**config.mk**
```make
export PLATFORM = sky130hd
export DESIGN_NAME = lgs_controller
export DESIGN_NICKNAME = d
export VERILOG_FILES = /design/src/hw/rtl/lgs_pkg.sv /design/src/hw/rtl/lgs_controller.sv
export SDC_FILE = /design/constraint.sdc
export NUM_CORES = 1
export LEC_CHECK = 0
export BUFFER_PORTS_ARGS = -buffer_cell sky130_fd_sc_hd__buf_2
export CELL_PAD_IN_SITES_DETAIL_PLACEMENT = 1
export CELL_PAD_IN_SITES_GLOBAL_PLACEMENT = 2
export CORE_ASPECT_RATIO = 1.25
export CORE_MARGIN = 10
export CORE_UTILIZATION = 25
export DETAILED_ROUTE_END_ITERATION = 8
export GPL_TIMING_DRIVEN = 0
export PLACE_DENSITY = 0.76
export SYNTH_ARGS = -nofsm -noshare
export SYNTH_HDL_FRONTEND = slang
export SYNTH_SLANG_ARGS = --single-unit
```
**constraint.sdc**
```tcl
create_clock -name aclk -period 4.1 [get_ports aclk]
set_clock_uncertainty 0.1 [all_clocks]
set_input_delay 1.025 -clock aclk [delete_from_list [all_inputs] [get_ports aclk]]
set_output_delay 1.025 -clock aclk [all_outputs]
set_load 0.05 [all_outputs]
```
**src/hw/rtl/lgs_pkg.sv**
```systemverilog
// shared types and constants for the life grid generation step block
package lgs_pkg;

    // action codes carried on the request channel
    typedef enum logic [1:0] {
        ACT_CLEAR = 2'd0,
        ACT_WRITE = 2'd1,
        ACT_STEP  = 2'd2,
        ACT_READ  = 2'd3
    } action_t;

    // neighbour counts of the b3/s23 rule
    localparam logic [3:0] BIRTH_COUNT = 4'd3;
    localparam logic [3:0] KEEP_COUNT  = 4'd2;

    // commands from the controller to the datapath
    typedef struct packed {
        logic accept;       // capture request payload
        logic rd_en;        // read one grid row
        logic sweep;        // read address comes from the sweep counter
        logic step_data;    // row data of the sweep is present
        logic cell_wr;      // write back the addressed row with one cell changed
        logic load_out;     // load the result register from the addressed row
        logic clear_all;    // mark every row dead
        logic clear_border; // mark the first and last rows dead
    } cmd_t;

    // status from the datapath to the controller
    typedef struct packed {
        logic out_free;     // result register can take a new result
    } status_t;

endpackage

```
**src/hw/rtl/lgs_controller.sv**
```systemverilog
// request sequencer and generation sweep counter
module lgs_controller #(
    parameter int GRID_SIZE = 64,
    parameter int AW        = $clog2(GRID_SIZE)
) (
    input  logic             aclk,
    input  logic             aresetn,
    input  logic             req_valid,
    output logic             req_ready,
    input  lgs_pkg::action_t req_action,
    input  lgs_pkg::status_t status,
    output lgs_pkg::cmd_t    cmd,
    output logic [AW-1:0]    sweep_addr
);
    import lgs_pkg::*;

    typedef enum logic [5:0] {
        ST_IDLE    = 6'b000001,
        ST_SWEEP   = 6'b000010,
        ST_DRAIN   = 6'b000100,
        ST_CELL_RD = 6'b001000,
        ST_CELL_WR = 6'b010000,
        ST_READ_RD = 6'b100000
    } state_t;

    state_t        state_reg, state_next;
    logic [AW-1:0] row_cnt_reg, row_cnt_next;
    logic          pend_out_reg, pend_out_next;

    assign req_ready  = (state_reg == ST_IDLE) && !pend_out_reg;
    assign sweep_addr = row_cnt_reg;

    // next state and commands
    always_comb begin
        state_next    = state_reg;
        row_cnt_next  = row_cnt_reg;
        pend_out_next = pend_out_reg;
        cmd           = '0;
        unique case (state_reg)
            ST_IDLE: begin
                // a read result waiting for the output register
                if (pend_out_reg) begin
                    if (status.out_free) begin
                        cmd.load_out  = 1'b1;
                        pend_out_next = 1'b0;
                    end
                end else if (req_valid) begin
                    cmd.accept = 1'b1;
                    case (req_action)
                        ACT_CLEAR: cmd.clear_all = 1'b1;
                        ACT_WRITE: state_next = ST_CELL_RD;
                        ACT_STEP: begin
                            row_cnt_next = '0;
                            state_next   = ST_SWEEP;
                        end
                        default: state_next = ST_READ_RD;
                    endcase
                end
            end
            ST_SWEEP: begin
                cmd.rd_en     = 1'b1;
                cmd.sweep     = 1'b1;
                cmd.step_data = (row_cnt_reg != '0);
                row_cnt_next  = row_cnt_reg + AW'(1);
                if (row_cnt_reg == AW'(GRID_SIZE - 1)) begin
                    state_next = ST_DRAIN;
                end
            end
            ST_DRAIN: begin
                cmd.step_data    = 1'b1;
                cmd.clear_border = 1'b1;
                state_next       = ST_IDLE;
            end
            ST_CELL_RD: begin
                cmd.rd_en  = 1'b1;
                state_next = ST_CELL_WR;
            end
            ST_CELL_WR: begin
                cmd.cell_wr = 1'b1;
                state_next  = ST_IDLE;
            end
            ST_READ_RD: begin
                cmd.rd_en     = 1'b1;
                pend_out_next = 1'b1;
                state_next    = ST_IDLE;
            end
            default: state_next = ST_IDLE;
        endcase
    end

    // state registers
    always_ff @(posedge aclk) begin
        if (!aresetn) begin
            state_reg    <= ST_IDLE;
            row_cnt_reg  <= '0;
            pend_out_reg <= 1'b0;
        end else begin
            state_reg    <= state_next;
            row_cnt_reg  <= row_cnt_next;
            pend_out_reg <= pend_out_next;
        end
    end

endmodule
```
==> impl_metrics.py, run 1 <==
metrics = {
    "run_status": {
        "outcome": "finished, final reports clean",
    },
    "floorplan": {
        "dieArea_um2": 5820,
        "core_um2": 3000,
        "ios": 21,
        "initial_core_util_pct": 26.3,
        "die_h_um": 82.8,
        "fp-row-count": 22,
        "fp.dieW_um": 70.3,
    },
    "worst_setup_path": {
        "cpPeakStageDelay_ns": 0.47,
        "cp_max_fo": 6,
        "cp_data_required_time_ns": 2.97,
        "critical_path_class": "flip-flop to primary output",
        "critPathSlowestCell": "nor4b_1",
        "crit_cells": 4,
        "crit_start": "state_reg[4]",
        "reg2reg_from": "sweep_addr[1]",
        "crit_buf_inv": 1,
        "start_kind": "flip-flop",
        "worstPathArrival_ns": 1.93,
        "crit_path_end_kind": "primary output",
        "r2r-end": "state_reg[4]",
        "reg2reg_setup_slack_ns": 2.42,
        "cp-endpoint": "cmd[4]",
        "path_cells": "or3_1 > nor4b_1 > a21o_1 > buf_2",
        "crit_family": "simple AND/OR/NAND/NOR gates",
        "reg2regPathDepth": 5,
    },
    "global_route": {
        "antenna_found_initial": 0,
        "grt_pass1_vias": 819,
        "grt_overflow": 0,
        "grt_max_degree": 11,
        "grt_use_total_pct": 7.54,
        "grt_pass1_wl_um": 3800,
    },
    "clock_tree": {
        "cts_buffers": 3,
        "post-cts-setup-buffers": 0,
        "clock_sinks": 13,
        "holdBufCountCts": 0,
        "postCtsResizedCells": 0,
        "clk_latency_ns": 0.28,
        "cts_tree": "done",
        "cts_root_buf": "clkbuf_4",
        "cts_max_level": 1,
        "clk_pin_slew_ns": 0.09,
        "cts_buffer_depth": 2,
    },
    "detailed_routing": {
        "avgViaCountPerCell": 4.97,
        "postRouteAntennaNets": 0,
        "drt-total-wl_um": 2120,
        "dr.pass1.iters": 2,
        "vias": 725,
        "drc": 0,
        "post_drt_wl_per_cell_um": 14.5,
        "drt-initial-drc-count": 4,
    },
    "sta": {
        "period_share_pct": 74.4,
        "final-setup-viol-count": 0,
        "relSlewSlack_pct": 65.6,
        "worstMarginPinSlew_ns": 0.508,
        "rsz0062_at_grt": "false",
        "maxSlewViolCount": 0,
        "fmax_mhz": 328,
        "post-route-min-period_ns": 3.05,
        "hold_slack_ns": 0.452,
        "setup_tns_ns": 0,
        "finalHoldViolCount": 0,
    },
    "power_and_ir_drop": {
        "power.density_nw_per_um2": 289,
        "ir_drop_uv": 163,
        "p_leak_nw": 0.461,
        "p_total_mw": 0.278,
    },
    "logic_synthesis": {
        "ys_ff_latch": 13,
        "syn_nets": 97,
        "synth.largest_area_cell": "dfxtp_1",
        "synth_common_cells": "13 x dfxtp_1, 9 x nor2_1, 6 x inv_1, 6 x nor3_1, 5 x ha_1",
        "synthTopCellsByArea": "dfxtp_1 33%, ha_1 7.9%, nor2_1 4.3%",
        "async_flop_share_pct": 0,
        "syn_area_per_cell_um2": 9.18,
        "yosysMostFrequentCell": "dfxtp_1",
        "synthDistinctLibCells": 36,
        "synth_edf_count": 0,
        "ys_seq_area_share_pct": 33.0,
        "netlist_instances": 86,
        "synth_top_area_share_pct": 33.0,
        "synth_warnings": 0,
        "synth_area_um2": 790,
        "synthFlopType": "dfxtp_1",
    },
    "layout": {
        "fill_cells": 360,
        "drive_gt1_share_pct": 32.7,
        "fin_cells": 146,
        "fin_nets": 122,
        "syn2layout_area_growth_pct": 21.7,
        "antenna_cells": 0,
        "multi_input_area_um2": 488,
        "regArea_um2": 260,
    },
    "flow_run": {
        "max_cap_violations": 0,
    },
    "worst_hold_path": {
        "hold_path_class": "flip-flop to flip-flop",
        "hold_path_depth": 2,
    },
    "placement": {
        "portBuffers": 20,
        "dp_cells": 142,
        "gp_congestion": 0.706,
        "dp_hpwl_um": 1730,
    },
}
[per-layer routing]
metal  vias up  global-route usage (%)  routed length (um)
met4         0                    2.69                  14
met2        13                    12.6                1060
met1       345                    8.20                 931
met5         -                       0                   0
li1        365                       -                   -
met3         2                    3.21                 110
[through the flow]
step	instance area, um2	worst slack [ns]	util [%]
floorplan	790	0.110	-
global placement	935	1.13	31.2
detailed placement	935	1.12	31.2
global route	961	0.929	32.0
CTS	961	1.02	32.0
finish	961	1.05	32.0
[worst register-to-register path: cells and delay by family, from the launching register on]
family | cells | cell delay, ns
and+or+nand+nor | 2 | 0.36
DFF | 1 | 0.41
adders and majority gates | 1 | 0.24
AOI/OAI and AO/OA | 2 | 0.48
[layout make-up]
type                    instances  area share [%]
multi-input cells              64            50.8
flip-flops and latches         13            27.1
repair buffers                 20            10.4
well taps                      36            4.69
clock buffers                   4            2.73
inverters                       7            2.73
plain buffers                   2            1.56
[how the worst min path moves through the flow]
stage                         endpoint  slack (ns)         start
after floorplan           state_reg[4]        0.41  state_reg[3]
after global placement    state_reg[4]        0.43  state_reg[1]
after detailed placement  state_reg[4]        0.44  state_reg[1]
after CTS                 state_reg[4]        0.45  state_reg[1]
after global routing      state_reg[4]        0.48  state_reg[1]
final                     state_reg[4]        0.45  state_reg[1]
[report_power, final]
part / total (mW) / internal [mW] / leakage, nW / switching [mW]
clock: 0.0865 / 0.0377 / 0.0150 / 0.0488
sequential: 0.132 / 0.129 / 0.105 / 0.00348
combinational: 0.0592 / 0.0191 / 0.341 / 0.0402
[cells by family after synthesis]
family / Yosys count / synth area share [%]
and+or+nand+nor: 39 / 31.1
AOI/OAI and AO/OA: 19 / 21.7
DFF: 13 / 33.0
buffers and inverters: 9 / 5.23
adders and majority gates: 5 / 7.92
xor gates and xnor gates: 1 / 1.11
[cell usage in the layout, fill, tap and decap left out, drive strengths merged, types with 2 or more instances in the layout]
cell type / synthesis / final
and3: 4 / 4
nor4: 3 / 3
and3b: 2 / 2
ha: 5 / 5
nor3: 6 / 6
nand2b: 2 / 2
a31o: 2 / 2
nand2: 2 / 2
nand3: 5 / 5
o21ai: 4 / 4
clkbuf: 1 / 5
a21boi: 2 / 2
nor2: 9 / 9
o221a: 3 / 3
a21o: 2 / 2
buf: 1 / 21
inv: 7 / 7
dfxtp: 13 / 13
Note: power is estimated with default switching activity, not from simulation.
==> run 2: changes to the inputs <==
--- a/config.mk
+++ b/config.mk
@@ -13,7 +13,7 @@
 export CORE_UTILIZATION = 25
 export DETAILED_ROUTE_END_ITERATION = 8
 export GPL_TIMING_DRIVEN = 0
-export PLACE_DENSITY = 0.76
+export PLACE_DENSITY = 0.78
 export SYNTH_ARGS = -nofsm -noshare
 export SYNTH_HDL_FRONTEND = slang
 export SYNTH_SLANG_ARGS = --single-unit
==> constraint.sdc (replaced) <==
create_clock -name aclk -period 2.5 [get_ports aclk]
set_clock_uncertainty 0.1 [all_clocks]
set_input_delay 0.625 -clock aclk [delete_from_list [all_inputs] [get_ports aclk]]
set_output_delay 0.625 -clock aclk [all_outputs]
set_load 0.05 [all_outputs]
==> impl_metrics.py, run 2 (synthesis gave the netlist of run 1 again) <==
metrics = {
    "power_and_ir_drop": {
        "power.density_nw_per_um2": 453,
        "ir_drop_uv": 242,
        "p_leak_nw": 0.483,
    },
    "placement": {
        "dp_slack_ns": 0.250,
        "portBuffers": 20,
        "dp_hpwl_um": 1690,
        "gp_congestion": 0.751,
        "dp_cells": 142,
    },
    "worst_setup_path": {
        "cp_max_fo": 6,
        "start_kind": "flip-flop",
        "worstPathArrival_ns": 1.69,
        "cp_data_required_time_ns": 1.77,
        "critical_path_class": "flip-flop to primary output",
        "crit_path_end_kind": "primary output",
    },
    "clock_tree": {
        "cts_root_buf": "clkbuf_4",
        "clk_pin_slew_ns": 0.09,
        "cts_buffers": 3,
        "cts_max_level": 1,
        "cts_tree": "done",
        "clk_latency_ns": 0.28,
        "clock_sinks": 13,
        "cts_buffer_depth": 2,
        "holdBufCountCts": 0,
    },
    "sta": {
        "final-setup-viol-count": 0,
        "post-route-min-period_ns": 2.41,
        "finalHoldViolCount": 0,
        "period_share_pct": 96.5,
        "worstMarginPinSlew_ns": 0.471,
        "setup_slack_ns": 0.0880,
        "relSlewSlack_pct": 68.6,
        "fmax_mhz": 415,
        "maxSlewViolCount": 0,
    },
    "detailed_routing": {
        "dr.pass1.iters": 2,
        "avgViaCountPerCell": 4.84,
        "drc": 0,
        "post_drt_wl_per_cell_um": 14.4,
        "drt-initial-drc-count": 13,
        "vias": 726,
        "drt-total-wl_um": 2150,
        "postRouteAntennaNets": 0,
    },
    "layout": {
        "syn2layout_area_growth_pct": 32.3,
        "regArea_um2": 262,
        "layout_commonest_cell": "buf_2",
        "fin_nets": 126,
        "multi_input_area_um2": 526,
        "drive_gt1_share_pct": 40.4,
        "antenna_cells": 0,
        "fill_cells": 339,
        "fin_cells": 150,
        "final_cell_mix": "14 x buf_2, 12 x dfxtp_1, 9 x nor2_1, 8 x buf_4, 6 x inv_1",
    },
    "flow_run": {
        "max_cap_violations": 0,
    },
    "global_route": {
        "grt_use_total_pct": 7.58,
        "antenna_found_initial": 0,
        "grt_overflow": 0,
        "grt_max_degree": 11,
        "grt_pass1_wl_um": 3770,
        "grt_pass1_vias": 798,
    },
    "floorplan": {
        "fp.dieW_um": 70.3,
        "initial_core_util_pct": 26.3,
        "core_um2": 3000,
        "ios": 21,
        "dieArea_um2": 5820,
        "fp-row-count": 22,
        "die_h_um": 82.8,
    },
    "run_status": {
        "outcome": "finished, final reports clean",
    },
    "worst_hold_path": {
        "hold_path_class": "flip-flop to flip-flop",
    },
}
[run 2: changes by cell type in the layout (fill, tap and decap cells not counted), moves of 2 or more]
cell,before,now
buf_2,20,14
clkbuf_4,3,5
buf_4,0,8
nor3_1,6,4
nor3_2,0,2
[run 2: cell type report]
type / instances / share of cell area, %
Sequential cell: 13 / 25.0
Multi-Input combinational cell: 64 / 50.3
Timing Repair Buffer: 24 / 13.9
Inverter: 7 / 2.51
Clock buffer: 4 / 2.51
Buffer: 2 / 1.44
Tap cell: 36 / 4.31
[run 2: metrics by stage]
step / cell area, um2 / hold slack [ns] / util (%) / TNS [ns] / total power, mW
floorplan: 812 / 0.433 / - / 0 / 0.296
detailed placement: 957 / 0.457 / 31.9 / 0 / 0.321
finish: 1040 / 0.441 / 34.8 / 0 / 0.473
global placement: 957 / 0.449 / 31.9 / 0 / 0.319
global route: 1040 / 0.463 / 34.8 / -0.0379 / 0.500
CTS: 993 / 0.465 / 33.1 / 0 / 0.457
[run 2: final timing paths]
kind | depth (start not counted) | from | endpoint | slack, ns
max | 4 | state_reg[4] | cmd[4] | 0.09
min | 2 | state_reg[3] | state_reg[4] | 0.44
max reg2reg | 6 | state_reg[1] | sweep_addr[1] | 0.78
min reg2reg | 2 | state_reg[3] | state_reg[4] | 0.44
[run 2: worst max-delay path: stages, from the launching register on]
cell and delay (ns):
dfxtp_1 0.37, or3_4 0.43, nor4b_4 0.29, a21o_4 0.13
buf_4 0.18
[run 2: power by group]
part	switching, mW	internal, mW
logic	0.0703	0.0493
clock network	0.0733	0.0618
registers	0.00716	0.211
[run 2: repair_timing]
item	4_1_cts	5_1_grt
resized for setup	3	9
pin swaps	1	2
endpoints found under the setup margin	3	7
buffers inserted	0	4
[run 2: layer usage]
| layer | wire, um | track usage, % |
|---|---|---|
| met5 | 0 | 0 |
| met4 | 58 | 5.38 |
| met3 | 71 | 1.07 |
| met2 | 1160 | 12.8 |
| met1 | 860 | 8.34 |
==> run 3: changes to the inputs <==
--- a/config.mk
+++ b/config.mk
@@ -13,7 +13,7 @@
 export CORE_UTILIZATION = 25
 export DETAILED_ROUTE_END_ITERATION = 8
 export GPL_TIMING_DRIVEN = 0
-export PLACE_DENSITY = 0.78
+export PLACE_DENSITY = 0.76
 export SYNTH_ARGS = -nofsm -noshare
 export SYNTH_HDL_FRONTEND = slang
 export SYNTH_SLANG_ARGS = --single-unit
==> constraint.sdc (replaced) <==
create_clock -name aclk -period 2.8 [get_ports aclk]
set_clock_uncertainty 0.1 [all_clocks]
set_input_delay 0.7 -clock aclk [delete_from_list [all_inputs] [get_ports aclk]]
set_output_delay 0.7 -clock aclk [all_outputs]
set_load 0.05 [all_outputs]
==> impl_metrics.py, run 3 (synthesis gave the netlist of run 1 again) <==
metrics = {
    "floorplan": {
        "core_um2": 3000,
        "initial_core_util_pct": 26.3,
        "fp.dieW_um": 70.3,
        "fp-row-count": 22,
        "die_h_um": 82.8,
        "ios": 21,
        "dieArea_um2": 5820,
    },
    "clock_tree": {
        "clk_latency_ns": 0.27,
        "cts_tree": "done",
        "cts_max_level": 1,
        "holdBufCountCts": 0,
        "clock_sinks": 13,
        "post-cts-setup-buffers": 0,
        "cts_buffer_depth": 2,
        "cts_root_buf": "clkbuf_4",
        "clk_pin_slew_ns": 0.09,
        "cts_buffers": 3,
        "postCtsResizedCells": 0,
    },
    "worst_hold_path": {
        "hold_path_depth": 2,
        "hp-start": "state_reg[1]",
        "hold_path_class": "flip-flop to flip-flop",
        "hold_end": "state_reg[4]",
    },
    "sta": {
        "period_share_pct": 91.1,
        "worstMarginPinSlew_ns": 0.486,
        "rsz0062_at_grt": "false",
        "post-route-min-period_ns": 2.55,
        "setup_tns_ns": 0,
        "fmax_mhz": 392,
        "setup_slack_ns": 0.248,
        "maxSlewViolCount": 0,
        "final-setup-viol-count": 0,
        "finalHoldViolCount": 0,
        "relSlewSlack_pct": 67.6,
    },
    "placement": {
        "dp_slack_ns": 0.462,
        "gp_congestion": 0.738,
        "portBuffers": 20,
        "dp_hpwl_um": 1710,
    },
    "layout": {
        "drive_gt1_share_pct": 34.5,
        "fin_nets": 122,
        "syn2layout_area_growth_pct": 23.8,
        "fill_cells": 367,
        "layout_commonest_cell": "buf_2",
        "final_cell_mix": "20 x buf_2, 13 x dfxtp_1, 9 x nor2_1, 6 x inv_1, 6 x nor3_1",
        "antenna_cells": 0,
    },
    "global_route": {
        "antenna_found_initial": 0,
        "grt_max_degree": 11,
        "grt_overflow": 0,
        "grt_pass1_wl_um": 3750,
        "grt_pass1_vias": 779,
        "grt_use_total_pct": 7.51,
    },
    "detailed_routing": {
        "drt-initial-drc-count": 9,
        "post_drt_wl_per_cell_um": 14.5,
        "dr.pass1.iters": 2,
        "vias": 718,
        "postRouteAntennaNets": 0,
        "avgViaCountPerCell": 4.92,
        "drc": 0,
        "drt-total-wl_um": 2110,
    },
    "worst_setup_path": {
        "worstPathArrival_ns": 1.75,
        "reg2reg_from": "sweep_addr[1]",
        "critical_path_class": "flip-flop to primary output",
        "r2r-end": "state_reg[4]",
        "crit_path_end_kind": "primary output",
        "reg2regPathDepth": 5,
        "cp_max_fo": 8,
        "reg2reg_setup_slack_ns": 1.13,
        "cp_data_required_time_ns": 2.00,
        "start_kind": "flip-flop",
    },
    "flow_run": {
        "max_cap_violations": 0,
    },
    "run_status": {
        "outcome": "finished, final reports clean",
    },
    "power_and_ir_drop": {
        "p_leak_nw": 0.465,
        "ir_drop_uv": 231,
        "power.density_nw_per_um2": 409,
    },
}
run 3: cell count changes in the layout (fill, tap and decap cells not counted), sizes merged:
cell / before / now
clkinv: 0 / 1
buf: 23 / 21
clkbuf: 7 / 4
run 3: worst max path at each step:
stage	startpoint	end	slack, ns	depth (start not counted)
after CTS	state_reg[0]	cmd[6]	0.22	4
final	state_reg[0]	cmd[4]	0.25	5
after floorplan	state_reg[4]	cmd[4]	0.18	3
after detailed placement	req_action[0]	cmd[1]	0.46	5
after global placement	req_action[0]	cmd[1]	0.49	5
after global routing	state_reg[4]	cmd[6]	0.08	4
run 3: metrics by stage:
step	hold slack, ns	instance area (um2)	power [mW]	cells	utilization [%]
final	0.467	977	0.399	146	32.6
after global routing	0.484	977	0.426	146	32.6
after global placement	0.447	950	0.285	142	31.7
after detailed placement	0.459	950	0.287	142	31.7
after floorplan	0.433	805	0.265	86	-
after CTS	0.471	977	0.407	146	32.6
run 3: metal layers:
layer  global-route usage (%)  part of all wire [%]  up-vias
li1                         -                     -      364
met1                     8.59                    42      340
met2                     12.5                    52       12
met3                     2.50                   5.6        2
met4                     2.69                  0.95        0
met5                        0                     0        -
run 3: power breakdown:
part / internal [mW] / total, mW / switching (mW)
Combinational: 0.0280 / 0.0867 / 0.0586
Sequential: 0.189 / 0.194 / 0.00577
Clock: 0.0528 / 0.118 / 0.0652
Total: 0.270 / 0.399 / 0.130
run 3: critical path, cell delays in order, from the launching register on:
cell     delay, ns
dfxtp_1       0.37
nor3_1        0.32
nand3_2       0.23
inv_2         0.19
a21o_1        0.12
buf_2         0.25
run 3: area by class of cell:
cell class | instances | area, um2 | share of cell area (%)
clock inverter | 1 | 5.00 | 0.512
timing repair buffer | 20 | 100 | 10.2
inverter | 7 | 26.3 | 2.69
sequential | 13 | 260 | 26.6
clock buffer | 3 | 22.5 | 2.30
multi-input combinational | 64 | 503 | 51.5
tap | 36 | 45.0 | 4.61
buffer | 2 | 15.0 | 1.54
